$ cat src/design/gac_pkg.sv
package gac_pkg;

    // Phase codes as seen on the result channel.
    localparam logic [1:0] PH_TURN_POS  = 2'd0;
    localparam logic [1:0] PH_MOVE      = 2'd1;
    localparam logic [1:0] PH_TURN_ORNT = 2'd2;
    localparam logic [1:0] PH_DONE      = 2'd3;

    // Configuration register indexes.
    localparam logic [2:0] REG_MAX_LIN   = 3'd0;
    localparam logic [2:0] REG_MAX_ANG   = 3'd1;
    localparam logic [2:0] REG_BEAR_TOL  = 3'd2;
    localparam logic [2:0] REG_POS_TOL   = 3'd3;
    localparam logic [2:0] REG_HEAD_TOL  = 3'd4;
    localparam logic [2:0] REG_ROT_GAIN  = 3'd5;
    localparam logic [2:0] REG_TRAN_GAIN = 3'd6;

    // CORDIC angle word: Q.30 radians, sign plus headroom past pi.
    localparam int ZW = 34;
    // CORDIC vector word: the normalized magnitude sits at 2^40 and grows by
    // the CORDIC gain, so 45 bits plus sign are enough.
    localparam int VW = 46;
    localparam int TAB_LEN = 20;
    localparam logic signed [ZW-1:0] PI_Q30 = 34'sd3373259426;
    localparam logic signed [ZW-1:0] HALF_PI_Q30 = 34'sd1686629713;

    // Arc tangent of 2^-i in Q.30 radians.
    function automatic logic signed [ZW-1:0] atan_entry(input logic [4:0] i);
        logic signed [ZW-1:0] r;
        begin
            case (i)
                5'd0: r = 34'sd843314857;
                5'd1: r = 34'sd497837829;
                5'd2: r = 34'sd263043837;
                5'd3: r = 34'sd133525159;
                5'd4: r = 34'sd67021687;
                5'd5: r = 34'sd33543516;
                5'd6: r = 34'sd16775851;
                5'd7: r = 34'sd8388437;
                5'd8: r = 34'sd4194283;
                5'd9: r = 34'sd2097149;
                5'd10: r = 34'sd1048576;
                5'd11: r = 34'sd524288;
                5'd12: r = 34'sd262144;
                5'd13: r = 34'sd131072;
                5'd14: r = 34'sd65536;
                5'd15: r = 34'sd32768;
                5'd16: r = 34'sd16384;
                5'd17: r = 34'sd8192;
                5'd18: r = 34'sd4096;
                5'd19: r = 34'sd2048;
                default: r = '0;
            endcase
            return r;
        end
    endfunction

    // Datapath commands from the controller.
    typedef struct packed {
        logic load;       // capture the input transaction
        logic sqrt_start; // begin distance root
        logic cordic_start;
        logic [1:0] cordic_sel; // 0 yaw, 1 bearing, 2 mirrored bearing
        logic decide;     // evaluate phase logic and load the result
    } gac_cmd_t;

    // Datapath status to the controller.
    typedef struct packed {
        logic sqrt_done;
        logic cordic_done;
        logic need_mirror;
    } gac_stat_t;

    typedef struct packed {
        logic [14:0] max_lin;
        logic [14:0] max_ang;
        logic [13:0] bear_tol;
        logic [14:0] pos_tol;
        logic [13:0] head_tol;
        logic [15:0] rot_gain;
        logic [15:0] tran_gain;
    } gac_cfg_t;

endpackage

$ cat src/design/gac_ctrl.sv
// Controller: sequences capture, root, CORDIC runs and the decision.
module gac_ctrl (
    input  logic               aclk,
    input  logic               aresetn,
    input  logic               s_valid,
    output logic               s_ready,
    output logic               m_valid,
    input  logic               m_ready,
    input  logic               restart_in,
    input  logic [1:0]         phase_in,
    input  gac_pkg::gac_stat_t stat,
    output gac_pkg::gac_cmd_t  cmd
);
    import gac_pkg::*;

    typedef enum logic [6:0] {
        S_IDLE = 7'b0000001,
        S_SQRT = 7'b0000010,
        S_YAW  = 7'b0000100,
        S_BEAR = 7'b0001000,
        S_MIRR = 7'b0010000,
        S_DEC  = 7'b0100000,
        S_OUT  = 7'b1000000
    } st_t;

    st_t state_reg, state_next;
    logic restart_reg;
    logic cwait_reg, cwait_next;

    always_comb begin
        state_next = state_reg;
        cwait_next = cwait_reg;
        cmd = '0;
        s_ready = (state_reg == S_IDLE);
        m_valid = (state_reg == S_OUT);
        unique case (state_reg)
            S_IDLE: begin
                if (s_valid) begin
                    cmd.load = 1'b1;
                    state_next = S_SQRT;
                    cwait_next = 1'b0;
                end
            end
            S_SQRT: begin
                cmd.sqrt_start = !cwait_reg;
                cwait_next = 1'b1;
                if (stat.sqrt_done) begin
                    state_next = S_YAW;
                    cwait_next = 1'b0;
                end
            end
            S_YAW: begin
                cmd.cordic_sel = 2'd0;
                cmd.cordic_start = !cwait_reg;
                cwait_next = 1'b1;
                if (stat.cordic_done) begin
                    state_next = S_BEAR;
                    cwait_next = 1'b0;
                end
            end
            S_BEAR: begin
                cmd.cordic_sel = 2'd1;
                cmd.cordic_start = !cwait_reg;
                cwait_next = 1'b1;
                if (stat.cordic_done) begin
                    cwait_next = 1'b0;
                    state_next = S_MIRR;
                end
            end
            S_MIRR: begin
                // Mirrored bearing only matters in turn-to-position.
                cmd.cordic_sel = 2'd2;
                if (!cwait_reg) begin
                    if ((restart_reg || phase_in == PH_TURN_POS) && stat.need_mirror) begin
                        cmd.cordic_start = 1'b1;
                        cwait_next = 1'b1;
                    end else begin
                        state_next = S_DEC;
                    end
                end else if (stat.cordic_done) begin
                    state_next = S_DEC;
                end
            end
            S_DEC: begin
                cmd.decide = 1'b1;
                state_next = S_OUT;
            end
            S_OUT: begin
                if (m_ready) state_next = S_IDLE;
            end
            default: state_next = S_IDLE;
        endcase
    end

    always_ff @(posedge aclk) begin
        if (!aresetn) begin
            state_reg <= S_IDLE;
            cwait_reg <= 1'b0;
        end else begin
            state_reg <= state_next;
            cwait_reg <= cwait_next;
        end
        if (cmd.load) restart_reg <= restart_in;
    end
endmodule

$ cat config.mk
export PLATFORM = sky130hd
export DESIGN_NAME = gac_ctrl
export DESIGN_NICKNAME = d
export VERILOG_FILES = /design/src/design/gac_pkg.sv /design/src/design/gac_ctrl.sv
export SDC_FILE = /design/constraint.sdc
export NUM_CORES = 1
export LEC_CHECK = 0
export ABC_AREA = 1
export BUFFER_PORTS_ARGS = -buffer_cell sky130_fd_sc_hd__buf_2
export CORE_AREA = 2 2 39 41
export CTS_CLUSTER_SIZE = 16
export DETAILED_ROUTE_END_ITERATION = 10
export DIE_AREA = 0 0 41 43
export PLACE_DENSITY_LB_ADDON = 0.15
export SKIP_CTS_REPAIR_TIMING = 1
export SLEW_MARGIN = 20
export SYNTH_ARGS = -nofsm -noshare
export SYNTH_HDL_FRONTEND = slang
export SYNTH_SLANG_ARGS = --single-unit
$ cat constraint.sdc
create_clock -name aclk -period 3.6 [get_ports aclk]
set_clock_uncertainty 0.1 [all_clocks]
set_input_delay 0 -clock aclk [delete_from_list [all_inputs] [get_ports aclk]]
set_output_delay 0 -clock aclk [all_outputs]
set_load 0.02 [all_outputs]
==> reports/metrics.cfg <==
[run_status]
outcome=finished, violations left
failed_checks=hold timing

[synthesis]
synth_area_per_cell_um2=6.48
synth_top_family_by_area=simple AND/OR/NAND/NOR gates
mappedNetlistArea_um2=687
synth_adder_area_share=0
ys_seq_area_frac=0.277
yosysUniqueCellTypes=19
synth_compound_area_frac=0.0401
synth_xor_area_frac=0
yosys.area_share.simple=0.563
yosysWarnings=0
syn-num-nets=116
synthMuxAreaShare=0
syn_inst=106
synth_seq_cells=9

[timing]
fin_crit_ns=1.64
grt_setup_unrepaired=false
setup_viol=0
fmaxAchievable_ghz=0.610
timing.hold.ws_ns=-0.0492
fin_crit_sh=0.456
slew_violations=0
relSlewSlack=0.817
setup_tns_ns=0
worst_pin_slew_ns=0.273
final_hold_viol_count=2

[worst_setup_path]
worstSetupStartpointType=flop
worst_path_largest_cell_delay_ns=0.31
worst-setup-path-type=reg -> out
critPathRequiredTime_ns=3.50
crit_slowest_cell=dfxtp_1
critPathTopFamily=simple AND/OR/NAND/NOR gates
cp_max_fo=4
critical_path.endpoint_type=output pin
crit_chain=inv_1, nand2_1, nor2_2, nand2_1, nor2_1, buf_2
path_common_cell=nand2_1
worstPathArrival_ns=1.54
cp.buffers_inverters=2

[global_routing]
grt_pass1_vias=656
antenna_found_initial=0
grt-ovfl-total=0
grt_pass1_wl_um=2560
grt_start_max_net_pins=9
gr-usage-all-layers=0.211

[final_layout]
nNetsFinal=138
antenna_cells=0
area_growth_syn_to_layout_pct=19.9
largest_reg_flops=7
drive_gt1_frac=0.307
n_fill_cell=147
layout_common_cells=22 x nor2_1, 22 x nand2_1, 17 x buf_2, 16 x inv_1, 8 x dfxtp_1
final_util=0.595

[place]
place_congestion=0.837
place_hpwl_um=1250
port_buffers=17

[floorplan]
die_h_um=43
core_um2=1380
fp-row-count=14
dieWidth_um=41
io-pin-count=18
die_area_um2=1760
start_util=0.496

[clock_network]
cts_tree=built
cts_buffer_depth=2
cts-root-buf=clkbuf_4
cts_inserted_buffers=3
cts.sinks=9
clkTransAtPathRegs_ns=0.06
clk_latency_ns=0.27
cts.htree.levels=1

[drt]
viasPerCell=5.04
drc=0
wl_per_cell_um=11.0
ant_nets=0
first_iter_violations=15
routed_wl_um=1570
vias=721
drtPass1Iterations=4

[min_path]
hold_class=in -> reg

[power_and_ir_drop]
power_density_nw_per_um2=630
leakage_nw=0.447
worst_ir_drop_vdd_mv=0.332
total_power_mw=0.519

[flow_run]
max_cap_violations=0

-- worst register-to-register path: stages, from the launching register on --
cell and delay [ns]:
dfxtp_1 0.31, inv_1 0.12, nand2_1 0.11, nor2_2 0.22
nand3_2 0.13, nand2_2 0.12, nor2_4 0.06, nand2_4 0.11
nand2_1 0.07, nand2_1 0.07, nor2_1 0.05
-- cells in the mapped netlist --
library cell,n,area [um2]
a21oi_1,4,20.0
buf_4,2,15.0
dfxtp_1,8,160
edfxtp_1,1,30.0
inv_1,16,60.1
inv_2,2,7.51
nand2_1,22,82.6
nand2_2,2,12.5
nand2_4,3,33.8
nand3_1,6,30.0
nand3_2,3,30.0
nand4_1,1,6.26
nor2_1,22,82.6
nor2_2,3,18.8
nor2_4,5,56.3
nor3_1,3,15.0
nor3b_2,1,12.5
nor4_1,1,6.26
o21bai_1,1,7.51
-- cells by family (layout without fill, tap and decap cells) --
group	count (synthesis)	after routing
and+or+nand+nor	72	72
buffers and inverters	20	41
DFF	9	9
AOI/OAI and AO/OA	5	5
-- report_power, final --
part / switching (mW) / internal (mW)
Sequential: 0.0290 / 0.126
Clock: 0.0399 / 0.0430
Combinational: 0.187 / 0.0940
Total: 0.256 / 0.262
-- path summary, 6_finish.rpt --
kind,startpoint,endpoint,slack [ns],depth (start not counted)
max,state_reg[6]$_SDFFE_PN0P_,cmd[5],1.96,6
min,m_ready,state_reg[6]$_SDFFE_PN0P_,-0.05,4
max reg2reg,state_reg[6]$_SDFFE_PN0P_,state_reg[2]$_SDFFE_PN0P_,2.05,10
min reg2reg,cwait_reg$_SDFFE_PN0P_,cwait_reg$_SDFFE_PN0P_,0.48,2
-- routing by layer --
| metal | up-vias | part of all wire | GRT usage |
|---|---|---|---|
| met5 | - | 0 | 0 |
| met4 | 0 | 0.030 | 0.100 |
| met3 | 9 | 0.036 | 0.0314 |
| met2 | 23 | 0.49 | 0.341 |
| met1 | 324 | 0.44 | 0.259 |
| li1 | 365 | - | - |
-- per-stage QoR --
| stage | setup WS, ns | std cells | cell area [um2] | hold WS (ns) |
|---|---|---|---|---|
| floorplan | 2.05 | 106 | 687 | -0.00113 |
| CTS | 1.96 | 141 | 803 | -0.196 |
| global route | 1.86 | 143 | 823 | 0.00698 |
| finish | 1.96 | 143 | 823 | -0.0492 |
| detailed placement | 2.07 | 137 | 777 | 0.0797 |
| global placement | 2.15 | 137 | 777 | 0.0763 |
-- layout make-up --
class	instances	area [um2]	area share
Inverter	18	67.6	0.0821
Timing Repair Buffer	19	105	0.128
Clock buffer	4	26.3	0.0319
Multi-Input combinational cell	77	414	0.503
Tap cell	16	20.0	0.0243
Sequential cell	9	190	0.231
No activity file was read; power rests on OpenSTA's default activity.
